### config.mk
export PLATFORM = sky130hd
export DESIGN_NAME = min_heap_timer_queue
export DESIGN_NICKNAME = d
export VERILOG_FILES = /design/src/rtl/mhtq_pkg.sv /design/src/rtl/mhtq_ram.sv /design/src/rtl/mhtq_alu.sv /design/src/rtl/min_heap_timer_queue.sv
export SDC_FILE = /design/constraint.sdc
export NUM_CORES = 2
export LEC_CHECK = 0
export BUFFER_PORTS_ARGS = -buffer_cell sky130_fd_sc_hd__buf_4
export CORE_ASPECT_RATIO = 0.75
export CORE_MARGIN = 4
export CORE_UTILIZATION = 57
export CTS_CLUSTER_SIZE = 25
export DETAILED_ROUTE_END_ITERATION = 7
export GPL_ROUTABILITY_DRIVEN = 0
export PLACE_DENSITY = 0.85
export SLEW_MARGIN = 20
export SYNTH_ARGS = -nofsm -noshare
export SYNTH_HDL_FRONTEND = slang
export SYNTH_HIERARCHICAL = 1
export SYNTH_SLANG_ARGS = --single-unit
export TNS_END_PERCENT = 30
### constraint.sdc
create_clock -name clk_i -period 12.3 [get_ports clk_i]
set_input_delay 1.845 -clock clk_i [delete_from_list [all_inputs] [get_ports clk_i]]
set_output_delay 1.845 -clock clk_i [all_outputs]
set_load 0.02 [all_outputs]
### src/rtl/mhtq_pkg.sv
// ----------------------------------------------------------------------------
// mhtq_pkg
// Shared constants, types and codes for the min-heap timer queue.
// ----------------------------------------------------------------------------
package mhtq_pkg;

  localparam int HEAP_DEPTH = 32;
  localparam int ID_COUNT   = 256;
  localparam int TIME_WIDTH = 32;

  localparam int HEAP_AW = (HEAP_DEPTH > 1) ? $clog2(HEAP_DEPTH) : 1;
  localparam int CNT_W   = $clog2(HEAP_DEPTH + 1);
  localparam int IDX_W   = CNT_W + 1;
  localparam int ID_W    = $clog2(ID_COUNT);

  localparam int ID_FW    = 8;
  localparam int TMO_FW   = 20;
  localparam int DELAY_FW = 20;
  localparam logic [DELAY_FW-1:0] DELAY_MAX = '1;

  typedef logic [TIME_WIDTH-1:0] time_t;

  // request codes
  typedef enum logic [1:0] {
    REQ_SET    = 2'd0,
    REQ_ADJUST = 2'd1,
    REQ_CANCEL = 2'd2,
    REQ_TICK   = 2'd3
  } req_e;

  // result codes
  typedef enum logic [1:0] {
    KIND_FIRED   = 2'd0,
    KIND_DONE    = 2'd1,
    KIND_UNKNOWN = 2'd2,
    KIND_FULL    = 2'd3
  } kind_e;

  typedef enum logic [3:0] {
    ST_IDLE,
    ST_LOOKUP,
    ST_RM_LAST,
    ST_DN_C,
    ST_DN_C1,
    ST_DN_CMP,
    ST_UP_P,
    ST_PLACE,
    ST_TICK_CHK,
    ST_EMIT,
    ST_OUT
  } state_e;

  // compare/subtract unit results
  typedef struct packed {
    logic  lt;
    time_t diff;
  } alu_res_t;

endpackage

### src/rtl/mhtq_ram.sv
// ----------------------------------------------------------------------------
// mhtq_ram
// Generic single-write, single-read RAM with registered read data.
// ----------------------------------------------------------------------------
module mhtq_ram #(
  parameter int Width = 8,
  parameter int Depth = 16
) (
  input  logic                     clk_i,
  input  logic                     we_i,
  input  logic [$clog2(Depth)-1:0] waddr_i,
  input  logic [Width-1:0]         wdata_i,
  input  logic [$clog2(Depth)-1:0] raddr_i,
  output logic [Width-1:0]         rdata_o
);

  logic [Width-1:0] mem_q [Depth];
  logic [Width-1:0] rdata_q;

  // write port and registered read port
  always_ff @(posedge clk_i) begin
    if (we_i) begin
      mem_q[waddr_i] <= wdata_i;
    end
    rdata_q <= mem_q[raddr_i];
  end

  assign rdata_o = rdata_q;

endmodule

### src/rtl/mhtq_alu.sv
// ----------------------------------------------------------------------------
// mhtq_alu
// Shared deadline unit: one subtract giving a - b and the unsigned a < b flag.
// ----------------------------------------------------------------------------
module mhtq_alu (
  input  mhtq_pkg::time_t    a_i,
  input  mhtq_pkg::time_t    b_i,
  output mhtq_pkg::alu_res_t res_o
);
  import mhtq_pkg::*;

  logic [TIME_WIDTH:0] sub;

  // borrow out of the subtract is the less-than flag
  assign sub        = {1'b0, a_i} - {1'b0, b_i};
  assign res_o.lt   = sub[TIME_WIDTH];
  assign res_o.diff = sub[TIME_WIDTH-1:0];

endmodule

### src/rtl/min_heap_timer_queue.sv
// ----------------------------------------------------------------------------
// min_heap_timer_queue
// Binary min-heap of timers by deadline with id-to-slot table and ms clock.
// A tick fires due timers one at a time, each root refilled from the last slot.
// A sift does at most one heap read and one compare a cycle: up reads and compares
// the parent; down reads each child that exists, then compares with the smaller.
// One request at a time; not ready while busy.
// Reset clears the clock, heap count and id-present bits; nothing is swept.
// ----------------------------------------------------------------------------
module min_heap_timer_queue (
  input  logic        clk_i,
  input  logic        rst_ni,
  input  logic        s_axis_tvalid,
  output logic        s_axis_tready,
  input  logic [31:0] s_axis_tdata,   // timer_id [7:0], timeout_ms [27:8]
  input  logic [1:0]  s_axis_tuser,   // req_type [1:0]
  output logic        m_axis_tvalid,
  input  logic        m_axis_tready,
  output logic [31:0] m_axis_tdata,   // fired_id [7:0], next_delay_ms [27:8],
                                      // queue_empty [28]
  output logic [1:0]  m_axis_tuser,   // result_kind [1:0]
  output logic        m_axis_tlast    // last
);
  import mhtq_pkg::*;

  // input fields
  logic [ID_FW-1:0]  in_id;
  logic [TMO_FW-1:0] in_tmo;
  req_e              in_req;
  logic              in_xfer, out_xfer, id_ok;
  logic [ID_W-1:0]   in_idx;

  assign in_id   = s_axis_tdata[ID_FW-1:0];
  assign in_tmo  = s_axis_tdata[ID_FW+TMO_FW-1:ID_FW];
  assign in_req  = req_e'(s_axis_tuser);
  assign in_idx  = ID_W'(in_id);
  assign id_ok   = (int'(in_id) < ID_COUNT);

  // state
  state_e              state_q, state_d;
  time_t               now_q, now_d;
  logic [CNT_W-1:0]    cnt_q, cnt_d;
  logic [ID_COUNT-1:0] present_q, present_d;
  logic [ID_FW-1:0]    hid_q [HEAP_DEPTH];
  time_t               hdl_q [HEAP_DEPTH];

  logic [ID_FW-1:0]    cur_id_q, cur_id_d, ch_id_q, ch_id_d, fid_q, fid_d;
  time_t               cur_dl_q, cur_dl_d, ch_dl_q, ch_dl_d;
  logic [HEAP_AW-1:0]  pos_q, pos_d, start_q, start_d, ch_pos_q, ch_pos_d;
  logic [CNT_W-1:0]    n_q, n_d;
  kind_e               kind_q, kind_d;
  logic                last_q, last_d, tick_q, tick_d;
  logic                mreq_q, mreq_d;
  logic                cancel_q, cancel_d;

  // output register
  logic                 ov_q, ov_d;
  kind_e                okind_q, okind_d;
  logic [ID_FW-1:0]     ofid_q, ofid_d;
  logic [DELAY_FW-1:0]  odly_q, odly_d;
  logic                 oempty_q, oempty_d, olast_q, olast_d;

  // heap port
  logic [HEAP_AW-1:0]  rd_addr, wr_addr;
  logic                wr_en;
  logic [ID_FW-1:0]    wr_id, rd_id;
  time_t               wr_dl, rd_dl;

  assign rd_id = hid_q[rd_addr];
  assign rd_dl = hdl_q[rd_addr];

  // slot table
  logic                slot_we;
  logic [ID_W-1:0]     slot_waddr, slot_raddr;
  logic [HEAP_AW-1:0]  slot_wdata, slot_rdata;

  mhtq_ram #(
    .Width (HEAP_AW),
    .Depth (ID_COUNT)
  ) u_slot_ram (
    .clk_i   (clk_i),
    .we_i    (slot_we),
    .waddr_i (slot_waddr),
    .wdata_i (slot_wdata),
    .raddr_i (slot_raddr),
    .rdata_o (slot_rdata)
  );

  // shared compare unit
  time_t    alu_a, alu_b;
  alu_res_t alu;

  mhtq_alu u_alu (
    .a_i   (alu_a),
    .b_i   (alu_b),
    .res_o (alu)
  );

  // child and parent indexes
  logic [IDX_W-1:0]   child, child1;
  logic [HEAP_AW-1:0] parent;
  logic               down_end_up;

  assign child       = (IDX_W'(pos_q) << 1) + IDX_W'(1);
  assign child1      = IDX_W'(ch_pos_q) + IDX_W'(1);
  assign parent      = (pos_q - HEAP_AW'(1)) >> 1;
  assign down_end_up = (pos_q == start_q);

  assign s_axis_tready = (state_q == ST_IDLE);
  assign in_xfer       = s_axis_tvalid && s_axis_tready;
  assign out_xfer      = ov_q && m_axis_tready;

  // cancel request remembered from the accepted transfer
  assign cancel_d = in_xfer ? (in_req == REQ_CANCEL) : cancel_q;

  // sequencer
  always_comb begin
    state_d    = state_q;
    now_d      = now_q;
    cnt_d      = cnt_q;
    present_d  = present_q;
    cur_id_d   = cur_id_q;
    cur_dl_d   = cur_dl_q;
    ch_id_d    = ch_id_q;
    ch_dl_d    = ch_dl_q;
    ch_pos_d   = ch_pos_q;
    pos_d      = pos_q;
    start_d    = start_q;
    n_d        = n_q;
    kind_d     = kind_q;
    fid_d      = fid_q;
    last_d     = last_q;
    tick_d     = tick_q;
    mreq_d     = mreq_q;
    ov_d       = ov_q;
    okind_d    = okind_q;
    ofid_d     = ofid_q;
    odly_d     = odly_q;
    oempty_d   = oempty_q;
    olast_d    = olast_q;
    rd_addr    = '0;
    wr_en      = 1'b0;
    wr_addr    = pos_q;
    wr_id      = cur_id_q;
    wr_dl      = cur_dl_q;
    slot_we    = 1'b0;
    slot_waddr = ID_W'(cur_id_q);
    slot_wdata = pos_q;
    slot_raddr = in_idx;
    alu_a      = cur_dl_q;
    alu_b      = ch_dl_q;

    case (state_q)
      ST_IDLE: begin
        if (in_xfer) begin
          cur_id_d = in_id;
          cur_dl_d = now_q + TIME_WIDTH'(in_tmo);
          kind_d   = KIND_DONE;
          fid_d    = '0;
          last_d   = 1'b1;
          tick_d   = 1'b0;
          mreq_d   = (in_req == REQ_SET);
          n_d      = cnt_q;
          if (in_req == REQ_TICK) begin
            now_d   = now_q + TIME_WIDTH'(1);
            tick_d  = 1'b1;
            state_d = ST_TICK_CHK;
          end else if (!id_ok) begin
            kind_d  = KIND_UNKNOWN;
            state_d = ST_EMIT;
          end else if (in_req == REQ_SET && !present_q[in_idx]) begin
            if (int'(cnt_q) >= HEAP_DEPTH) begin
              kind_d  = KIND_FULL;
              state_d = ST_EMIT;
            end else begin
              // new timer enters at the bottom and sifts up
              present_d[in_idx] = 1'b1;
              pos_d             = HEAP_AW'(cnt_q);
              cnt_d             = cnt_q + CNT_W'(1);
              state_d           = ST_UP_P;
            end
          end else if (!present_q[in_idx]) begin
            kind_d  = KIND_UNKNOWN;
            state_d = ST_EMIT;
          end else begin
            state_d = ST_LOOKUP;
          end
        end
      end

      ST_LOOKUP: begin
        pos_d   = slot_rdata;
        start_d = slot_rdata;
        if (!mreq_q && cancel_q) begin
          // cancel: remove the slot
          present_d[ID_W'(cur_id_q)] = 1'b0;
          cnt_d  = cnt_q - CNT_W'(1);
          n_d    = cnt_q - CNT_W'(1);
          kind_d = KIND_FIRED;
          fid_d  = cur_id_q;
          if (CNT_W'(slot_rdata) < cnt_q - CNT_W'(1)) begin
            state_d = ST_RM_LAST;
          end else begin
            state_d = ST_EMIT;
          end
        end else begin
          state_d = ST_DN_C;
        end
      end

      ST_RM_LAST: begin
        // last element refills the hole
        rd_addr  = HEAP_AW'(n_q);
        cur_id_d = rd_id;
        cur_dl_d = rd_dl;
        state_d  = ST_DN_C;
      end

      ST_DN_C: begin
        rd_addr = child[HEAP_AW-1:0];
        if (child >= IDX_W'(n_q)) begin
          state_d = down_end_up ? ST_UP_P : ST_PLACE;
        end else begin
          ch_id_d  = rd_id;
          ch_dl_d  = rd_dl;
          ch_pos_d = child[HEAP_AW-1:0];
          state_d  = (child + IDX_W'(1) < IDX_W'(n_q)) ? ST_DN_C1 : ST_DN_CMP;
        end
      end

      ST_DN_C1: begin
        rd_addr = child1[HEAP_AW-1:0];
        alu_a   = rd_dl;
        alu_b   = ch_dl_q;
        if (alu.lt) begin
          ch_id_d  = rd_id;
          ch_dl_d  = rd_dl;
          ch_pos_d = child1[HEAP_AW-1:0];
        end
        state_d = ST_DN_CMP;
      end

      ST_DN_CMP: begin
        alu_a = cur_dl_q;
        alu_b = ch_dl_q;
        if (alu.lt) begin
          state_d = down_end_up ? ST_UP_P : ST_PLACE;
        end else begin
          // child moves up into the hole
          wr_en      = 1'b1;
          wr_id      = ch_id_q;
          wr_dl      = ch_dl_q;
          slot_we    = 1'b1;
          slot_waddr = ID_W'(ch_id_q);
          pos_d      = ch_pos_q;
          state_d    = ST_DN_C;
        end
      end

      ST_UP_P: begin
        rd_addr = parent;
        alu_a   = rd_dl;
        alu_b   = cur_dl_q;
        if (pos_q == '0 || alu.lt) begin
          state_d = ST_PLACE;
        end else begin
          // parent moves down into the hole
          wr_en      = 1'b1;
          wr_id      = rd_id;
          wr_dl      = rd_dl;
          slot_we    = 1'b1;
          slot_waddr = ID_W'(rd_id);
          pos_d      = parent;
        end
      end

      ST_PLACE: begin
        wr_en   = 1'b1;
        slot_we = 1'b1;
        state_d = ST_EMIT;
      end

      ST_TICK_CHK: begin
        rd_addr = '0;
        alu_a   = now_q;
        alu_b   = rd_dl;
        if (cnt_q != '0 && !alu.lt) begin
          // root is due: fire and remove it
          present_d[ID_W'(rd_id)] = 1'b0;
          cnt_d   = cnt_q - CNT_W'(1);
          n_d     = cnt_q - CNT_W'(1);
          pos_d   = '0;
          start_d = '0;
          kind_d  = KIND_FIRED;
          fid_d   = rd_id;
          last_d  = 1'b0;
          state_d = (cnt_q > CNT_W'(1)) ? ST_RM_LAST : ST_EMIT;
        end else begin
          kind_d  = KIND_DONE;
          fid_d   = '0;
          last_d  = 1'b1;
          state_d = ST_EMIT;
        end
      end

      ST_EMIT: begin
        rd_addr  = '0;
        alu_a    = rd_dl;
        alu_b    = now_q;
        ov_d     = 1'b1;
        okind_d  = kind_q;
        ofid_d   = fid_q;
        olast_d  = last_q;
        oempty_d = (cnt_q == '0);
        if (cnt_q == '0 || alu.lt) begin
          odly_d = '0;
        end else if (64'(alu.diff) > 64'(DELAY_MAX)) begin
          odly_d = DELAY_MAX;
        end else begin
          odly_d = DELAY_FW'(alu.diff);
        end
        state_d = ST_OUT;
      end

      ST_OUT: begin
        if (out_xfer) begin
          ov_d    = 1'b0;
          state_d = (tick_q && !last_q) ? ST_TICK_CHK : ST_IDLE;
        end
      end

      default: begin
        state_d = ST_IDLE;
      end
    endcase
  end

  // control registers
  always_ff @(posedge clk_i or negedge rst_ni) begin
    if (!rst_ni) begin
      state_q   <= ST_IDLE;
      now_q     <= '0;
      cnt_q     <= '0;
      present_q <= '0;
      ov_q      <= 1'b0;
    end else begin
      state_q   <= state_d;
      now_q     <= now_d;
      cnt_q     <= cnt_d;
      present_q <= present_d;
      ov_q      <= ov_d;
    end
  end

  // payload registers
  always_ff @(posedge clk_i) begin
    cur_id_q <= cur_id_d;
    cur_dl_q <= cur_dl_d;
    ch_id_q  <= ch_id_d;
    ch_dl_q  <= ch_dl_d;
    ch_pos_q <= ch_pos_d;
    pos_q    <= pos_d;
    start_q  <= start_d;
    n_q      <= n_d;
    kind_q   <= kind_d;
    fid_q    <= fid_d;
    last_q   <= last_d;
    tick_q   <= tick_d;
    mreq_q   <= mreq_d;
    cancel_q <= cancel_d;
    okind_q  <= okind_d;
    ofid_q   <= ofid_d;
    odly_q   <= odly_d;
    oempty_q <= oempty_d;
    olast_q  <= olast_d;
    if (wr_en) begin
      hid_q[wr_addr] <= wr_id;
      hdl_q[wr_addr] <= wr_dl;
    end
  end

  // result port
  assign m_axis_tvalid = ov_q;
  assign m_axis_tuser  = okind_q;
  assign m_axis_tlast  = olast_q;
  assign m_axis_tdata  = {3'b000, oempty_q, odly_q, ofid_q};

endmodule

-- Word level (Yosys, flattened, before mapping)
Memory sizes are Yosys's and may differ from the RTL's. A register that Yosys moved wholly into a read port is not among the register bits.
Index checks and enable logic that the tools add are counted.
- bits in registers: 446
- bits in latches: 0
- bits in writable memories: 2560
- ROM bits: 0
- bits of input ports: 38
- output and inout port bits: 37
- memories kept: 3
- $add $sub $neg: 9
- $mul: 0
- divide/modulo/power cells: 0
- $lt $le $gt $ge: 12
- eq/ne operators: 25
- shifts and indexed selects: 0
- multiplexer cells: 96
- bitwise logic cells: 5
- reduce and logical (&&, ||, !) cells: 40
- memory list (memory ; words ; bits a word ; rd ports ; clocked after memory_dff ; wr ports ; RTL line ; RTL):
    u_slot_ram.mem_q ; 256 ; 5 ; 1 ; 1 ; 1 ; mhtq_ram.sv:17 ; logic [Width-1:0] mem_q [Depth];
    hdl_q ; 32 ; 32 ; 1 ; 0 ; 1 ; min_heap_timer_queue.sv:45 ; time_t hdl_q [HEAP_DEPTH];
    hid_q ; 32 ; 8 ; 1 ; 0 ; 1 ; min_heap_timer_queue.sv:44 ; logic [ID_FW-1:0] hid_q [HEAP_DEPTH];
- operator list (cell ; count):
    $mux W256 ; 6
    $pmux W256 S3 ; 1
    $and A256 B256 Y256 ; 2
    $not A256 Y256 ; 2
    $or A256 B256 Y256 ; 1
    $pmux W32 S2 ; 4
    $mux W32 ; 5
    $pmux W32 S3 ; 1
    $mux W8 ; 8
    $mux W4 ; 12
    $pmux W8 S2 ; 3
    $mux W5 ; 9
    $pmux W4 S11 ; 1
    $mux W6 ; 7
    $pmux W6 S3 ; 2
    $sub A32 B32 Y33 ; 1
    $add A32 B1 Y32 const B ; 1
    $add A32 B20 Y32 ; 1
    $gt A32 B20 Y1 const B ; 1
    $lt A8 B9 Y1 const B ; 3
    $pmux W5 S5 ; 1
    $demux W1 S8 ; 3
    $ge A8 B1 Y1 const B ; 3
    $pmux W8 S3 ; 1
    other kinds (46) ; 108

-- Longest topological paths before layout
An unclocked memory read counts as a cell.
- depth in word-level cells: 11
- depth in mapped cells: 40

-- Modules after synthesis
Netlist, hierarchy kept.
- by module, submodules not included (module ; times used ; cells an instance ; area an instance (µm²)):
    min_heap_timer_queue ; 1 ; 6167 ; 77470.6
    mhtq_ram ; 1 ; 2497 ; 50284.5
    mhtq_alu ; 1 ; 239 ; 1714.1

-- Worst setup path before layout
Ideal clock, no wire load.
- path kind: reg-to-reg
- start: reg pos_q[0]
- end: mem u_slot_ram/mem_q[187][0] (netlist name), enable pin
- library setup time: 0.339 ns
- arrival time: 12.195 ns
- data required time: 11.961 ns
- slack: -0.234 ns
- cell stages (with the launch flop): 33
- buffers on the path: 8
- clock period less this slack: 12.534 ns
- cells stage by stage: edfxtp_1 > inv_1 > ha_1 > nor3b_1 > xnor2_1 > o221a_2 > buf_2 > buf_2 > buf_2 > buf_4 > clkbuf_1 > clkbuf_1 > a311oi_1 > o311ai_1 > o31ai_1 > a222oi_1 > inv_1 > ha_1 > nand4_1 > or4_1 > o22ai_2 > a31o_4 > a221oi_2 > o21ai_2 > a31oi_1 > buf_2 > a21oi_1 > nand2_1 > o21ai_0 > nor2b_1 > nand3_1 > clkbuf_1 > nor2_1
- RTL lines (what ; RTL line ; RTL):
    start, declared ; min_heap_timer_queue.sv:49 ; logic [HEAP_AW-1:0] pos_q, pos_d, start_q, start_d, ch_pos_q, ch_pos_d;
    start signal, assigned ; min_heap_timer_queue.sv:362 ; pos_q <= pos_d;
    end, declared ; mhtq_ram.sv:17 ;

==> flow_summary.ini <==
[timing]
setup_viol = 0
hold_violations = 0
rsz0062_at_grt = no
slew_viol_final = 0
tns_ns = 0
tightest_slew_ns = 1.35
slew_headroom_pct = 9.18
final.setup_skew_ns = 0.120
post-route-period-util_pct = 96.9
fin_ws_ns = 0.386
fmax_mhz = 83.9
period_needed_ns = 11.91

[detailed_routing]
vias = 89000
wl_um = 395000
wl_per_cell_um = 32.4
ant_nets = 0
drc_errors = 125
drt-initial-drc-count = 18500
avgViaCountPerCell = 7.30
firstDrtPassIters = 8

[critical_path]
crit_slowest_cell = clkinv_1
end_kind = flip-flop
cpPeakStageDelay_ns = 1.17
critical_path.top_delay_family = compound AO/OA/AOI/OAI gates
critical_path_buf_inv_count = 4
cp.required_ns = 12.46
crit_type = flip-flop to flip-flop
startpoint_type = flip-flop
critPathMaxFanout = 83
arrival_ns = 12.07

[cts]
cts.sinks = 3011
cts_tree = yes
numCtsBuffers = 283
clk_pin_slew_ns = 0.06
h-tree-depth = 5
post-cts-setup-buffers = 0
clock_path_buffers = 4
post_cts_resized = 0
postCtsHoldBufs = 0
root_buffer = clkbuf_16
clock_latency_ns = 0.89

[final_layout]
final_area_sq_um = 144000
syn_to_final_growth_pct = 10.9
drive_above_1_share_pct = 15.6
final_cell_mix = edfxtp_1, nand2_1, nor2_1
post-route-util_pct = 63.6
num-nets-final = 9112
nFillCells = 14400
final_common_cell = edfxtp_1

[logic_synthesis]
ys_seq_elements = 3011
ys_seq_area_share_pct = 68.6
yosysUniqueCellTypes = 113
synth_flop_cell = edfxtp_1
synth_edf_count = 2707
async_flop_share_pct = 9.93
syn_area_sq_um = 129000
ys_warn_count = 6
syn_avg_cell_area_sq_um = 14.5
syn_inst = 8903

[placed_design]
place_area_sq_um = 134000
pre_cts_slack_ns = 1.56
port_buffers = 67
dp_hpwl_um = 221000

[pwr]
power_density_nw_per_um2 = 234
p_comb_share_pct = 35.0
internal_power_mw = 20.9
ir_drop_uv = 230
switching_share_pct = 37.7
p_sw_mw = 12.7
seq_power_share_pct = 39.5
clock_power_share_pct = 25.6
leakage_nw = 49.3

[status]
failed_checks = design-rule violations
status = finished, violations left

[floorplanning]
fp.dieW_um = 558
pin_count = 75
rows = 151
die_area_sq_um = 235000
coreArea_sq_um = 226000
start_util_pct = 57.3
die_h_um = 421

[grt]
grt-ovfl-total = 0
grtUsageTotal_pct = 32.8
grt_start_max_net_pins = 270
antenna_found_initial = 17
first_global_vias = 86200
grt_pass1_wl_um = 570000

[run]
cap_violations = 0

[hold_path]
hold_path.class = flip-flop to flip-flop
Yosys cell counts (85+ instances only):
library cell / instances / share of area, %
and3_1: 241 / 1.2
nor2_1: 517 / 1.5
mux2i_1: 183 / 1.4
a21o_1: 88 / 0.51
nand3_1: 187 / 0.72
a311oi_1: 238 / 1.6
nand2_1: 1346 / 3.9
mux4_2: 340 / 5.9
a221oi_1: 179 / 1.2
clkbuf_1: 354 / 1.0
buf_2: 150 / 0.58
inv_1: 85 / 0.25
o21ai_0: 113 / 0.44
a211oi_1: 87 / 0.50
dfrtp_1: 299 / 5.8
edfxtp_1: 2707 / 63
a22oi_1: 116 / 0.67
a21oi_1: 367 / 1.4
metrics by stage:
step,hold WS [ns],cells,total power [mW]
2_1_floorplan,0.400,8905,20.4
3_3_place_gp,0.407,11700,23.8
3_5_place_dp,0.405,11700,24.2
4_1_cts,0.419,12200,32.8
5_1_grt,0.431,12200,34.4
6_report,0.424,12200,33.6
sequential cells by signal, summed over array words and instances (netlist names), 6 cells and up:
| signal | count |
|---|---|
| cur_id_q | 8 |
| ofid_q | 8 |
| cnt_q | 6 |
| ch_dl_q | 32 |
| hdl_q | 1024 |
| fid_q | 8 |
| u_slot_ram/mem_q | 1280 |
| hid_q | 256 |
| ch_id_q | 8 |
| n_q | 6 |
| now_q | 32 |
| cur_dl_q | 32 |
| odly_q | 20 |
| present_q | 256 |
per-layer routing:
layer | track usage [%] | wire length [um] | vias to the layer above
met3 | 13.7 | 73600 | 1953
met4 | 15.9 | 24500 | 16
met5 | 0.388 | 158 | -
met1 | 43.7 | 128000 | 43100
li1 | - | - | 34800
met2 | 46.6 | 168000 | 9167
worst register-to-register path, cell delays in order (launching register included):
cell,delay (ns)
dfrtp_1,0.95
nand4bb_1,0.60
nor2_1,0.75
a21o_4,0.66
buf_12,0.55
nand2_1,0.14
and3_1,0.19
a311oi_1,0.30
or3_1,0.17
o31ai_1,0.24
o21ai_0,0.96
a21o_1,0.21
ha_1,0.30
a21oi_1,0.39
nor3_1,0.11
a311oi_1,0.32
o22ai_2,0.29
a31o_4,0.35
a221oi_2,0.32
o21ai_2,0.13
a31oi_1,0.22
buf_4,0.26
a21oi_1,0.11
and2_2,0.28
buf_4,0.37
a222oi_1,0.91
clkinv_1,1.17
power by group through the flow:
| stage | combinational (mW) | clock, mW | sequential, mW |
|---|---|---|---|
| 4_1_cts | 11.0 | 8.58 | 13.2 |
| 6_report | 11.7 | 8.59 | 13.2 |
| 2_1_floorplan | 6.61 | 0 | 13.8 |
| 5_1_grt | 12.1 | 9.06 | 13.3 |
| 3_3_place_gp | 10.4 | 0 | 13.4 |
| 3_5_place_dp | 10.8 | 0 | 13.4 |
worst paths after layout:
path | startpoint | end | slack (ns) | depth (start not counted)
worst max-delay path | state_q[1] | hdl_q[19][11] | 0.39 | 26
worst min-delay path | fid_q[1] | ofid_q[1] | 0.42 | 0
worst max register to register | state_q[1] | hdl_q[19][11] | 0.39 | 26
worst min register to register | fid_q[1] | ofid_q[1] | 0.42 | 0
max in group asynchronous | rst_ni | now_q[19] | 9.17 | 4
min in group asynchronous | rst_ni | present_q[34] | 0.97 | 1
cells by family after synthesis:
kind of cell,after synthesis,synth area share (%)
DFF,3011,68.6
and+or+nand+nor,2670,9.46
AOI/OAI and AO/OA,1723,9.91
buffers and inverters,731,2.66
muxes,575,7.78
xor gates and xnor gates,112,0.758
adders and majority gates,80,0.785
other,1,0.00290
final cells by class:
class	instances	area (sq um)	share of cell area [%]
antenna	10	25.0	0.0174
clock buffer	351	7530	5.25
clock inverter	139	1240	0.864
inverter	89	337	0.234
multi-input combinational	5163	37700	26.3
sequential	3011	88900	61.9
tap	2983	3730	2.60
timing repair buffer	446	4140	2.88
(Power assumes the default switching activity.)
